### src/hdl/mbet_pkg.sv
`default_nettype none
// ----------------------------------------------------------------------------
// Mandelbrot escape-time package
// Shared widths, codes, control structs and the saturation helper.
// ----------------------------------------------------------------------------
package mbet_pkg;

  localparam int FX_W    = 32;
  localparam int PROD_W  = 64;
  localparam int STEP_W  = 21;
  localparam int LIMIT_W = 31;
  localparam int MAXIT_W = 11;
  localparam int PIX_W   = 10;
  localparam int ITER_W  = 10;
  localparam int COLOR_W = 8;
  localparam int IDX_W   = 3;

  // configuration register indexes
  localparam logic [IDX_W-1:0] REG_RE_ORIGIN    = 3'd0;
  localparam logic [IDX_W-1:0] REG_IM_ORIGIN    = 3'd1;
  localparam logic [IDX_W-1:0] REG_RE_STEP      = 3'd2;
  localparam logic [IDX_W-1:0] REG_IM_STEP      = 3'd3;
  localparam logic [IDX_W-1:0] REG_ESCAPE_LIMIT = 3'd4;
  localparam logic [IDX_W-1:0] REG_MAX_ITER     = 3'd5;

  // reset values, Q12.20
  localparam logic signed [FX_W-1:0] RST_RE_ORIGIN    = -32'sd2621440;
  localparam logic signed [FX_W-1:0] RST_IM_ORIGIN    = -32'sd1048576;
  localparam logic [STEP_W-1:0]      RST_RE_STEP      = 21'd4588;
  localparam logic [STEP_W-1:0]      RST_IM_STEP      = 21'd3495;
  localparam logic [LIMIT_W-1:0]     RST_ESCAPE_LIMIT = 31'd10485760;
  localparam logic [MAXIT_W-1:0]     RST_MAX_ITER     = 11'd256;

  localparam logic signed [PROD_W-1:0] FX_MAX = 64'sd2147483647;
  localparam logic signed [PROD_W-1:0] FX_MIN = -64'sd2147483648;

  localparam logic [ITER_W-1:0] RED_MUL  = 10'd6;
  localparam logic [ITER_W-1:0] BLUE_MUL = 10'd10;

  typedef enum logic [8:0] {
    ST_IDLE    = 9'b000000001,
    ST_MAP_RE  = 9'b000000010,
    ST_MAP_IM  = 9'b000000100,
    ST_MAP_FIN = 9'b000001000,
    ST_CHECK   = 9'b000010000,
    ST_MUL_YY  = 9'b000100000,
    ST_MUL_XY  = 9'b001000000,
    ST_UPDATE  = 9'b010000000,
    ST_FINISH  = 9'b100000000
  } state_e;

  typedef enum logic [2:0] {
    MSEL_PX_RE = 3'd0,
    MSEL_PY_IM = 3'd1,
    MSEL_XX    = 3'd2,
    MSEL_YY    = 3'd3,
    MSEL_XY    = 3'd4
  } mul_sel_e;

  typedef struct packed {
    logic     ld_pix;
    mul_sel_e mul_sel;
    logic     ld_cre;
    logic     ld_cim;
    logic     init;
    logic     ld_xx;
    logic     ld_yy;
    logic     upd;
    logic     ld_out;
  } ctl_t;

  typedef struct packed {
    logic escaped;
    logic cap_hit;
  } stat_t;

  function automatic logic signed [FX_W-1:0] sat32(input logic signed [PROD_W-1:0] v);
    if (v > FX_MAX) begin
      return FX_MAX[FX_W-1:0];
    end else if (v < FX_MIN) begin
      return FX_MIN[FX_W-1:0];
    end
    return v[FX_W-1:0];
  endfunction

endpackage
`default_nettype wire

### src/hdl/mbet_mul.sv
`default_nettype none
// ----------------------------------------------------------------------------
// Shared multiplier
// Signed 32x32 multiply with a registered 64-bit product.
// ----------------------------------------------------------------------------
module mbet_mul
  import mbet_pkg::*;
(
  input  wire logic                     clk_i,
  input  wire logic signed [FX_W-1:0]   a_i,
  input  wire logic signed [FX_W-1:0]   b_i,
  output logic signed [PROD_W-1:0]      prod_o
);

  logic signed [PROD_W-1:0] prod_q;

  always_ff @(posedge clk_i) begin
    prod_q <= PROD_W'(a_i) * PROD_W'(b_i);
  end

  assign prod_o = prod_q;

endmodule
`default_nettype wire

### src/hdl/mbet_ctrl.sv
`default_nettype none
// ----------------------------------------------------------------------------
// Mandelbrot sequencer
// Steps the shared multiplier through point mapping and the z*z + c passes.
// ----------------------------------------------------------------------------
module mbet_ctrl
  import mbet_pkg::*;
(
  input  wire logic  clk_i,
  input  wire logic  rst_ni,
  input  wire logic  in_valid_i,
  output logic       in_ready_o,
  output logic       out_valid_o,
  input  wire logic  out_ready_i,
  input  wire stat_t stat_i,
  output ctl_t       ctl_o
);

  state_e state_q, state_d;
  logic   out_valid_q, out_valid_d;

  always_comb begin
    state_d         = state_q;
    ctl_o           = '0;
    ctl_o.mul_sel   = MSEL_XX;
    unique case (state_q)
      ST_IDLE: begin
        if (in_valid_i) begin
          ctl_o.ld_pix = 1'b1;
          state_d      = ST_MAP_RE;
        end
      end
      ST_MAP_RE: begin
        ctl_o.mul_sel = MSEL_PX_RE;
        state_d       = ST_MAP_IM;
      end
      ST_MAP_IM: begin
        ctl_o.ld_cre  = 1'b1;
        ctl_o.mul_sel = MSEL_PY_IM;
        state_d       = ST_MAP_FIN;
      end
      ST_MAP_FIN: begin
        ctl_o.ld_cim = 1'b1;
        ctl_o.init   = 1'b1;
        state_d      = ST_CHECK;
      end
      ST_CHECK: begin
        if (stat_i.escaped || stat_i.cap_hit) begin
          state_d = ST_FINISH;
        end else begin
          ctl_o.mul_sel = MSEL_XX;
          state_d       = ST_MUL_YY;
        end
      end
      ST_MUL_YY: begin
        ctl_o.ld_xx   = 1'b1;
        ctl_o.mul_sel = MSEL_YY;
        state_d       = ST_MUL_XY;
      end
      ST_MUL_XY: begin
        ctl_o.ld_yy   = 1'b1;
        ctl_o.mul_sel = MSEL_XY;
        state_d       = ST_UPDATE;
      end
      ST_UPDATE: begin
        ctl_o.upd = 1'b1;
        state_d   = ST_CHECK;
      end
      ST_FINISH: begin
        // hold until the output register is free
        if (!out_valid_q || out_ready_i) begin
          ctl_o.ld_out = 1'b1;
          state_d      = ST_IDLE;
        end
      end
      default: state_d = ST_IDLE;
    endcase
  end

  always_comb begin
    out_valid_d = out_valid_q;
    if (ctl_o.ld_out) begin
      out_valid_d = 1'b1;
    end else if (out_ready_i) begin
      out_valid_d = 1'b0;
    end
  end

  always_ff @(posedge clk_i or negedge rst_ni) begin
    if (!rst_ni) begin
      state_q     <= ST_IDLE;
      out_valid_q <= 1'b0;
    end else begin
      state_q     <= state_d;
      out_valid_q <= out_valid_d;
    end
  end

  assign in_ready_o  = (state_q == ST_IDLE);
  assign out_valid_o = out_valid_q;

endmodule
`default_nettype wire

### src/hdl/mbet_dp.sv
`default_nettype none
// ----------------------------------------------------------------------------
// Mandelbrot datapath
// Configuration registers, point mapping, z registers, count and result.
// ----------------------------------------------------------------------------
module mbet_dp
  import mbet_pkg::*;
#(
  parameter int MAX_WIDTH  = 1024,
  parameter int MAX_HEIGHT = 1024,
  parameter int ITER_BOUND = 1024,
  parameter int FRAC_BITS  = 20
) (
  input  wire logic                clk_i,
  input  wire logic                rst_ni,
  input  wire logic                cfg_valid_i,
  input  wire logic [IDX_W-1:0]    cfg_index_i,
  input  wire logic [FX_W-1:0]     cfg_data_i,
  input  wire logic [PIX_W-1:0]    pixel_x_i,
  input  wire logic [PIX_W-1:0]    pixel_y_i,
  input  wire ctl_t                ctl_i,
  output stat_t                    stat_o,
  output logic [ITER_W-1:0]        iter_count_o,
  output logic [COLOR_W-1:0]       red_o,
  output logic [COLOR_W-1:0]       blue_o
);

  localparam int CNT_W = $clog2(ITER_BOUND + 1);
  localparam logic [PIX_W-1:0] PX_CLAMP = PIX_W'(MAX_WIDTH - 1);
  localparam logic [PIX_W-1:0] PY_CLAMP = PIX_W'(MAX_HEIGHT - 1);

  logic signed [FX_W-1:0]   re_origin_q, im_origin_q;
  logic [STEP_W-1:0]        re_step_q, im_step_q;
  logic [LIMIT_W-1:0]       escape_limit_q;
  logic [MAXIT_W-1:0]       max_iter_q;

  logic [PIX_W-1:0]         px_q, py_q, px_d, py_d;
  logic [CNT_W-1:0]         cap_q, cap_d, count_q, fin_count;
  logic signed [FX_W-1:0]   cre_q, cim_q, x_q, y_q;
  logic signed [PROD_W-1:0] xx_q, yy_q, mag_q;
  logic [ITER_W-1:0]        iter_q, fin_iter;
  logic [COLOR_W-1:0]       red_q, blue_q;

  logic signed [FX_W-1:0]   mul_a, mul_b, map_origin;
  logic signed [PROD_W-1:0] prod, prod_sh, map_sum, limit_ext;

  always_ff @(posedge clk_i or negedge rst_ni) begin
    if (!rst_ni) begin
      re_origin_q    <= RST_RE_ORIGIN;
      im_origin_q    <= RST_IM_ORIGIN;
      re_step_q      <= RST_RE_STEP;
      im_step_q      <= RST_IM_STEP;
      escape_limit_q <= RST_ESCAPE_LIMIT;
      max_iter_q     <= RST_MAX_ITER;
    end else if (cfg_valid_i) begin
      unique case (cfg_index_i)
        REG_RE_ORIGIN:    re_origin_q    <= cfg_data_i;
        REG_IM_ORIGIN:    im_origin_q    <= cfg_data_i;
        REG_RE_STEP:      re_step_q      <= cfg_data_i[STEP_W-1:0];
        REG_IM_STEP:      im_step_q      <= cfg_data_i[STEP_W-1:0];
        REG_ESCAPE_LIMIT: escape_limit_q <= cfg_data_i[LIMIT_W-1:0];
        REG_MAX_ITER:     max_iter_q     <= cfg_data_i[MAXIT_W-1:0];
        default: ;
      endcase
    end
  end

  // clamp pixels and cap at accept
  assign px_d  = (32'(pixel_x_i) >= 32'(MAX_WIDTH))  ? PX_CLAMP : pixel_x_i;
  assign py_d  = (32'(pixel_y_i) >= 32'(MAX_HEIGHT)) ? PY_CLAMP : pixel_y_i;
  assign cap_d = (32'(max_iter_q) > 32'(ITER_BOUND)) ? CNT_W'(ITER_BOUND)
                                                     : CNT_W'(max_iter_q);

  always_comb begin
    case (ctl_i.mul_sel)
      MSEL_PX_RE: begin
        mul_a = FX_W'(px_q);
        mul_b = FX_W'(re_step_q);
      end
      MSEL_PY_IM: begin
        mul_a = FX_W'(py_q);
        mul_b = FX_W'(im_step_q);
      end
      MSEL_XX: begin
        mul_a = x_q;
        mul_b = x_q;
      end
      MSEL_YY: begin
        mul_a = y_q;
        mul_b = y_q;
      end
      default: begin
        mul_a = x_q;
        mul_b = y_q;
      end
    endcase
  end

  mbet_mul u_mul (
    .clk_i  (clk_i),
    .a_i    (mul_a),
    .b_i    (mul_b),
    .prod_o (prod)
  );

  // arithmetic shift gives the floor of the scaled product
  assign prod_sh    = prod >>> FRAC_BITS;
  assign map_origin = ctl_i.ld_cre ? re_origin_q : im_origin_q;
  assign map_sum    = PROD_W'(map_origin) + prod;
  assign limit_ext  = $signed({{(PROD_W - LIMIT_W){1'b0}}, escape_limit_q});

  assign fin_count = (count_q == cap_q) ? '0 : count_q;
  assign fin_iter  = ITER_W'(fin_count);

  always_ff @(posedge clk_i) begin
    if (ctl_i.ld_pix) begin
      px_q  <= px_d;
      py_q  <= py_d;
      cap_q <= cap_d;
    end
    if (ctl_i.ld_cre) begin
      cre_q <= sat32(map_sum);
    end
    if (ctl_i.ld_cim) begin
      cim_q <= sat32(map_sum);
    end
    if (ctl_i.init) begin
      x_q     <= '0;
      y_q     <= '0;
      mag_q   <= '0;
      count_q <= '0;
    end
    if (ctl_i.ld_xx) begin
      xx_q <= prod_sh;
    end
    if (ctl_i.ld_yy) begin
      yy_q <= prod_sh;
    end
    if (ctl_i.upd) begin
      y_q     <= sat32((prod_sh <<< 1) + PROD_W'(cim_q));
      x_q     <= sat32(xx_q - yy_q + PROD_W'(cre_q));
      mag_q   <= xx_q + yy_q;
      count_q <= CNT_W'(count_q + 1'b1);
    end
    if (ctl_i.ld_out) begin
      iter_q <= fin_iter;
      red_q  <= COLOR_W'(fin_iter * RED_MUL);
      blue_q <= COLOR_W'(fin_iter * BLUE_MUL);
    end
  end

  assign stat_o.escaped = (mag_q > limit_ext);
  assign stat_o.cap_hit = (count_q >= cap_q);

  assign iter_count_o = iter_q;
  assign red_o        = red_q;
  assign blue_o       = blue_q;

endmodule
`default_nettype wire

### src/hdl/mandelbrot_escape_time_pixel.sv
`default_nettype none
// ----------------------------------------------------------------------------
// Mandelbrot escape-time pixel evaluator
// Maps a pixel to c and iterates z = z*z + c, reporting the escape count.
// ----------------------------------------------------------------------------
// Usage:
//   Input channel (in_valid_i/in_ready_o) takes one item: pixel_x_i, pixel_y_i.
//   Output channel (out_valid_o/out_ready_i) returns iter_count_o, red_o, blue_o.
//   Config channel (cfg_valid_i/cfg_ready_o) writes register cfg_index_i with
//   cfg_data_i; it is always ready and should be used while the block is idle.
// Sequencing:
//   One signed 32x32 multiplier is shared by all products, so each pass runs
//   three products and then the z update. At most max_iter passes run, and
//   never more than ITER_BOUND. The next item is taken only once the result
//   has moved into the output register, which can wait on out_ready_i.
// Reset:
//   Registers return to the default window (-2.5..1.0 by -1.0..1.0 over 800x600
//   pixels), escape limit 10.0, cap 256; the block comes up ready, no result.
// Stall:
//   A result waits in the output register; a finished item waits in the finish
//   state until that register is free, and in_ready_o stays low meanwhile.
// ----------------------------------------------------------------------------
module mandelbrot_escape_time_pixel
  import mbet_pkg::*;
#(
  parameter int MAX_WIDTH  = 1024,
  parameter int MAX_HEIGHT = 1024,
  parameter int ITER_BOUND = 1024,
  parameter int FRAC_BITS  = 20
) (
  input  wire logic              clk_i,
  input  wire logic              rst_ni,
  input  wire logic              cfg_valid_i,
  output logic                   cfg_ready_o,
  input  wire logic [IDX_W-1:0]  cfg_index_i,
  input  wire logic [FX_W-1:0]   cfg_data_i,
  input  wire logic              in_valid_i,
  output logic                   in_ready_o,
  input  wire logic [PIX_W-1:0]  pixel_x_i,
  input  wire logic [PIX_W-1:0]  pixel_y_i,
  output logic                   out_valid_o,
  input  wire logic              out_ready_i,
  output logic [ITER_W-1:0]      iter_count_o,
  output logic [COLOR_W-1:0]     red_o,
  output logic [COLOR_W-1:0]     blue_o
);

  ctl_t  ctl;
  stat_t stat;

  assign cfg_ready_o = 1'b1;

  mbet_ctrl u_ctrl (
    .clk_i       (clk_i),
    .rst_ni      (rst_ni),
    .in_valid_i  (in_valid_i),
    .in_ready_o  (in_ready_o),
    .out_valid_o (out_valid_o),
    .out_ready_i (out_ready_i),
    .stat_i      (stat),
    .ctl_o       (ctl)
  );

  mbet_dp #(
    .MAX_WIDTH  (MAX_WIDTH),
    .MAX_HEIGHT (MAX_HEIGHT),
    .ITER_BOUND (ITER_BOUND),
    .FRAC_BITS  (FRAC_BITS)
  ) u_dp (
    .clk_i        (clk_i),
    .rst_ni       (rst_ni),
    .cfg_valid_i  (cfg_valid_i),
    .cfg_index_i  (cfg_index_i),
    .cfg_data_i   (cfg_data_i),
    .pixel_x_i    (pixel_x_i),
    .pixel_y_i    (pixel_y_i),
    .ctl_i        (ctl),
    .stat_o       (stat),
    .iter_count_o (iter_count_o),
    .red_o        (red_o),
    .blue_o       (blue_o)
  );

endmodule
`default_nettype wire

### config.mk
export PLATFORM = sky130hd
export DESIGN_NAME = mandelbrot_escape_time_pixel
export DESIGN_NICKNAME = d
export VERILOG_FILES = /design/src/hdl/mbet_pkg.sv /design/src/hdl/mbet_mul.sv /design/src/hdl/mbet_ctrl.sv /design/src/hdl/mbet_dp.sv /design/src/hdl/mandelbrot_escape_time_pixel.sv
export SDC_FILE = /design/constraint.sdc
export NUM_CORES = 2
export LEC_CHECK = 0
export BUFFER_PORTS_ARGS = -buffer_cell sky130_fd_sc_hd__buf_2
export CAP_MARGIN = 20
export CORE_MARGIN = 4
export CORE_UTILIZATION = 50
export DETAILED_ROUTE_END_ITERATION = 12
export PLACE_DENSITY = 0.63
export SETUP_SLACK_MARGIN = 0.4
export SLEW_MARGIN = 25
export SYNTH_ARGS = -nofsm -noshare
export SYNTH_HDL_FRONTEND = slang
export SYNTH_SLANG_ARGS = --single-unit
### constraint.sdc
create_clock -name clk_i -period 39.3 [get_ports clk_i]
set_clock_uncertainty 0.2 [all_clocks]
set_input_delay 5.895 -clock clk_i [delete_from_list [all_inputs] [get_ports clk_i]]
set_output_delay 5.895 -clock clk_i [all_outputs]
set_load 0.1 [all_outputs]
# [Word level (Yosys, flattened, before mapping)]
# Index checks and enable logic that the tools add are counted.
[classes] add_sub_neg=6 mul=3 n_lt_le_gt_ge=9 eq_ne=20 n_mux=47 reduce_logical=15
[ops] operator="32-bit 2-to-1 mux" n=14
[ops] operator="64-bit by 32-bit greater-than comparator with 1-bit output, second input constant" n=3
[ops] operator="64-bit by 32-bit less-than comparator with 1-bit output, second input constant" n=3
[ops] operator="32-bit one-hot mux with 3 select lines" n=2
[ops] operator="64-bit 2-to-1 mux" n=2
[ops] operator="45-bit by 32-bit adder with 46-bit output" n=2
[ops] operator="9-bit one-hot mux with 8 select lines" n=1
[ops] operator="32-bit by 64-bit adder with 64-bit output" n=1
[ops] operator="64-bit by 32-bit greater-than comparator with 1-bit output" n=1
[ops] operator="32-bit by 32-bit multiplier with 64-bit output" n=1
[ops] operator="44-bit by 44-bit adder with 45-bit output" n=1
[ops] operator="44-bit by 44-bit subtractor with 45-bit output" n=1
[ops] operator="9-bit 2-to-1 mux" n=3
[ops] operator="11-bit 2-to-1 mux" n=2
[ops] operator="1-bit 2-to-1 mux" n=20
[ops] operator="2-bit AND reduction" n=7
[ops] operator="3-bit by 2-bit == test with 1-bit output, second input constant" n=4
[ops] operator="3-bit one-hot mux with 4 select lines" n=1
[ops] operator="11-bit by 1-bit adder with 11-bit output, second input constant" n=1
[ops] operator="11-bit == test" n=1
[ops] operator="11-bit greater-or-equal comparator" n=1
[ops] operator="11-bit greater-than comparator, second input constant" n=1
[ops] operator="10-bit by 2-bit multiplier with 7-bit output, second input constant" n=1
[ops] operator="10-bit by 3-bit multiplier with 7-bit output, second input constant" n=1
[ops] operator="20 further kinds" n=25
[word_totals] reg_bits=568 input_bits=60 out_inout_bits=29 word_cells=123

# [Logic depth before layout (Yosys ltp)]
[logic_depth] word_depth=9 mapped_depth=41 ltp_nobuf=38

# [By module]
# Synthesis repeated with hierarchy kept, for this count alone.
[unflattened] cells_unflattened=7296 hier_area_um2=70893.0
[modules_own_cells] mod="mbet_mul" n_inst=1 cells_each=3950 area_per_inst_um2=37556.0 seq_area_each_um2=1281.2
[modules_own_cells] mod="mbet_dp" n_inst=1 cells_each=3276 area_per_inst_um2=32698.9 seq_area_each_um2=13485.4
[modules_own_cells] mod="mbet_ctrl" n_inst=1 cells_each=68 area_per_inst_um2=626.9 seq_area_each_um2=251.5
[modules_own_cells] mod="mandelbrot_escape_time_pixel" n_inst=1 cells_each=2 area_per_inst_um2=11.3 seq_area_each_um2=0.0

# [Worst setup path before layout]
# OpenSTA, ideal clock, no wires.
[synth_timing] path_type="reg-to-reg" startpoint="register u_ctrl.state_q[7]" endpoint="register u_dp.u_mul.prod_q[61] (netlist: u_dp.u_mul.prod_o[61])" setup_time_ps=72 t_arrival_ps=13590 required_ps=39028 setup_slack_ps=25438 path_stages_with_launch=36 path_buffers=3 period_less_slack_ps=13862 cell_sequence="dfrtp_1 -> nor3_1 -> nand2_1 -> nor4_1 -> or2_2 -> clkbuf_1 -> nor2_1 -> a221oi_1 -> clkbuf_1 -> nor2_1 -> fa_1 -> fa_1 -> inv_1 -> fa_1 -> fa_1 -> inv_1 -> fa_1 -> fa_1 -> fa_1 -> inv_1 -> fa_1 -> inv_1 -> ha_1 -> clkbuf_1 -> a21oi_1 -> o21ai_1 -> a221o_1 -> a31oi_1 -> o31ai_1 -> a21o_1 -> a2111o_1 -> a21oi_1 -> o21a_1 -> o21ai_1 -> a31oi_1 -> xnor2_1"
[synth_between] elab_chain_cells=5 elab_cells_between_ends=12 cone_classes="mul (1); eq/ne (7); mux (3); reduce/logical (1)"
[synth_rtl] element="start: declaration" line="mbet_ctrl.sv:19" rtl="state_e state_q, state_d;"
[synth_rtl] element="start signal: assignment" line="mbet_ctrl.sv:94" rtl="state_q <= state_d;"
[synth_rtl] element="9-bit by 7-bit == test with 1-bit output (tied with other cells)" line="mbet_ctrl.sv:26" rtl="unique case (state_q)"
[synth_rtl] element="3-bit one-hot mux with 4 select lines (*)" line="mbet_ctrl.sv:26"
[synth_rtl] element="3-bit by 2-bit == test with 1-bit output (tied with other cells)" line="mbet_dp.sv:75" rtl="case (ctl_i.mul_sel)"
[synth_rtl] element="32-bit one-hot mux with 3 select lines" line="mbet_dp.sv:75"
[synth_rtl] element="32-bit by 32-bit multiplier with 64-bit output (*)" line="mbet_mul.sv:18" rtl="prod_q <= PROD_W'(a_i) * PROD_W'(b_i);"
[synth_rtl] element="end signal: assignment" line="mbet_mul.sv:18"
[synth_rtl] element="end: declaration" line="mbet_mul.sv:15" rtl="logic signed [PROD_W-1:0] prod_q;"
# Mark *: on every way between the ends. The rest lies on a longest branch, timed or not.
# A chain may end at the register's enable or synchronous reset.

# [Final worst setup path]
[layout_timing] startpoint="register u_ctrl.state_q[1]" endpoint="register u_dp.u_mul.prod_q[48] (netlist: u_dp.u_mul.prod_o[48])"
# The elaborated chain is that of the path after synthesis.

==> impl_results.md <==
- DRC violations left: 0
- Chip Width: 385 µm
- Initial antenna violation count: 10
- Maximum VDD drop: 49.7 µV
- Synth top area cells: fa_1 32%, edfxtp_1 14%, ha_1 8.4%
- Share of cells above drive strength 1: 8.31%
- Core area: 0.140 mm²
- Crit. End Element: flip-flop
- Seq/Total Area, Yosys: 21.2%
- Top_reg_cell synth: edfxtp_1
- Fmax: 0.0826 GHz
- Met1 wire length: 90.6 mm
- Total gr overflow: 0
- Combinational power share: 61.5%
- Final worst path period share: 30.8%
- Area leader, netlist: fa_1
- Internal power: 1940 µW
- Critical Path Fanout Max: 54
- Chip height: 385 µm
- Row count: 137
- Slew of the pin with the lowest slew margin: 1.18 ns
- Crit-path most repeated cell: fa_1
- Asr flop ratio synth: 28.9%
- Fill count: 12,843
- Ports: 89
- Worst-case clock buffer depth: 3
- Antenna viol nets, final: 0
- Status: finished, final reports clean
- Post-DP HPWL: 176 mm
- Critical path class: flip-flop to flip-flop
- Root buffer cell: clkbuf_16
- Synth cell types: 101
- NetSw: 1880 µW
- Number of gates resized after cts: 0
- Die area: 0.148 mm²
- Global-route wire length before repair: 342 mm
- Clk slew on worst S/H paths: 0.07 ns
- Clock power frac: 15.5%
- Initial DRC Count: 4,854
- Synth top area share: 31.9%
- Type of origin of the critical path: flip-flop
- Largest net degree at the start of global routing: 91
- Power Dens Cells: 50.3 mW/mm²
- Starting Density: 50.6%
- Data arrival, critical path: 12.46 ns
- Synth Warn #: 0
- Routability cong.: 0.961
- Final setup violating endpoints: 0
- Worst hold path class: flip-flop to flip-flop
- Slew Limit Headroom: 20.6%
- Setup slack, reg-to-reg: 27.20 ns
- Mean post-synth cell area: 9.44 µm²
- Nets: 9,146
- CTS Buf Count: 57
- CTS tree: done
- Pre-antenna DRT Iters: 6
- Worst skew pair latency: 0.65 ns
- Setup TNS: 0 ns
- Synthesized flop and latch total: 546
- Area Overhead vs Synth: 6.83%
- Met2 WL: 103 mm
- Layout Utilization: 54.1%
- # Post-CTS Setup Buffers: 0
- Vias per cell: 5.75
- Routed wl met3: 17.7 mm
- Total number of vias: 54,092
- CTS Sinks: 546
- Cell Area, Synth: 0.0710 mm²
- Crit path required time: 39.66 ns
- Routed Wire Length: 222 mm
- Fin crit period: 12.10 ns
- Hold Vio Cnt, Final: 0
- Top sig layer: met5
- Post-CTS Hold Fix Bufs: 0
- Global Route Usage Sum: 30.5%
- Routed len/inst: 23.6 µm
- CTS H-tree depth: 2
- Port Buffers: 85
- Leakage: 0.0365 µW
- Unrepaired setup endpoints after global routing: no
- EDFF count, synth: 324
- Max-cap violations: 0
- Max-slew violations: 0
- Sw Ratio: 49.2%
- Vias in the first global route: 56,005
- Highest cell delay on the worst timing path: 0.87 ns
- Slowest CP cell: o21ai_0
- Part of the power in registers: 23.0%
- Mapped Cells: 7,521
==> cells in the final DEF, fill, tap and decap left out, types with 25 or more instances in the layout <==
cell type	count
nor4_1	26
edfxtp_1	324
nor2_1	857
nand2b_1	53
and2_1	30
xor2_1	77
clkbuf_16	62
buf_4	131
fa_1	1131
nand3_1	65
o21ai_1	25
a21oi_1	285
o21ai_0	190
mux2_2	151
o21a_1	83
nand4_1	56
and3_1	31
nor3_1	62
or3_1	30
ha_1	479
nand2_1	682
dfstp_2	43
inv_1	1412
xnor2_1	153
a211oi_1	32
a21o_1	235
dfrtp_1	115
dfxtp_1	64
o211ai_1	27
a31oi_1	26
buf_2	84
nor2b_1	56
o21bai_1	48
==> power by group through the flow <==
stage	Combinational, µW	Sequential (µW)	Clock, µW
after floorplan	1600	808	0
after global placement	2270	888	0
final	2340	878	591
after global routing	2570	880	623
after detailed placement	2300	889	0
after CTS	2320	879	600
==> sequential cells by signal, summed over array words and instances (netlist names), 31 cells and up <==
register             cells
u_dp.cim_q              32
u_dp.cre_q              32
u_dp.escape_limit_q     31
u_dp.im_origin_q        32
u_dp.mag_q              45
u_dp.re_origin_q        32
u_dp.u_mul.prod_o       64
u_dp.x_q                32
u_dp.xx_q               44
u_dp.y_q                32
u_dp.yy_q               44
==> worst paths after layout <==
| kind | cells after the start | startpoint | endpoint |
|---|---|---|---|
| worst max-delay path | 34 | u_ctrl.state_q[1]$_DFFE_PN0P_ | u_dp.u_mul.prod_o[48]$_DFF_P_ |
| worst min-delay path | 1 | u_dp.max_iter_q[7]$_DFFE_PN0P_ | u_dp.max_iter_q[7]$_DFFE_PN0P_ |
| worst max register to register | 34 | u_ctrl.state_q[1]$_DFFE_PN0P_ | u_dp.u_mul.prod_o[48]$_DFF_P_ |
| worst min register to register | 1 | u_dp.max_iter_q[7]$_DFFE_PN0P_ | u_dp.max_iter_q[7]$_DFFE_PN0P_ |
| max in group asynchronous | 2 | rst_ni | u_dp.max_iter_q[4]$_DFFE_PN0P_ |
| min in group asynchronous | 1 | rst_ni | u_dp.escape_limit_q[30]$_DFFE_PN0P_ |
==> logic make-up (layout without fill, tap and decap cells) <==
| family | Yosys count | in the layout | synth area share [%] |
|---|---|---|---|
| flip-flops | 546 | 546 | 21.2 |
| AND/OR/NAND/NOR | 2055 | 2055 | 12.7 |
| other | 2 | 5 | 0.0106 |
| AO/OA/AOI/OAI | 1189 | 1189 | 11.2 |
| multiplexers | 156 | 156 | 2.47 |
| adder cells (fa/ha/maj) | 1610 | 1610 | 40.3 |
| XOR/XNOR | 230 | 230 | 2.84 |
| buffers and inverters | 1733 | 1736 | 9.31 |
==> worst max-delay path: cells and delay by family, from the launching register on <==
kind / cells / cell delay [ns]
XOR/XNOR: 1 / 0.13
AND/OR/NAND/NOR: 5 / 1.38
buffers and inverters: 7 / 1.83
adder cells (fa/ha/maj): 9 / 4.41
AO/OA/AOI/OAI: 12 / 3.54
flip-flops: 1 / 0.46
==> cell usage after synthesis (all sizes together) (57+ instances only) <==
| cell type | count |
|---|---|
| dfxtp | 64 |
| dfrtp | 115 |
| o21a | 83 |
| xnor2 | 153 |
| xor2 | 77 |
| inv | 1412 |
| fa | 1131 |
| a21o | 235 |
| o21ai | 233 |
| a21oi | 296 |
| nor3 | 67 |
| nor2 | 859 |
| nor2b | 57 |
| edfxtp | 324 |
| ha | 479 |
| clkbuf | 268 |
| nand3 | 65 |
| mux2 | 152 |
| nand2 | 683 |
==> stage by stage <==
stage	cells	area, µm²	power [µW]	worst slack [ns]	hold slack, ns
3_3_place_gp	9293	73700	3160	27.63	0.281
5_1_grt	9401	75800	4070	26.79	0.310
2_1_floorplan	7522	71000	2410	25.44	0.260
4_1_cts	9401	75800	3790	27.46	0.302
6_report	9403	75800	3810	27.20	0.301
3_5_place_dp	9293	73800	3190	27.57	0.287
==> layer usage <==
metal | global-route usage [%] | vias to the layer above
met5 | 0 | -
met4 | 11.9 | 2
met3 | 5.13 | 526
met2 | 49.2 | 2234
met1 | 41.2 | 27437
li1 | - | 23893
==> area by class of cell <==
class                           instances  area [µm²]  share of cell area (%)
Tap cell                             1876        2350                    3.10
Timing Repair Buffer                  216        1420                    1.87
Sequential cell                       546       15000                    19.8
Clock inverter                         36         430                   0.568
Inverter                             1412        5300                    6.99
Antenna cell                            2        5.00                 0.00660
Clock buffer                           72        1620                    2.14
Multi-Input combinational cell       5243       49700                    65.5
No activity file was read; power rests on OpenSTA's default activity.
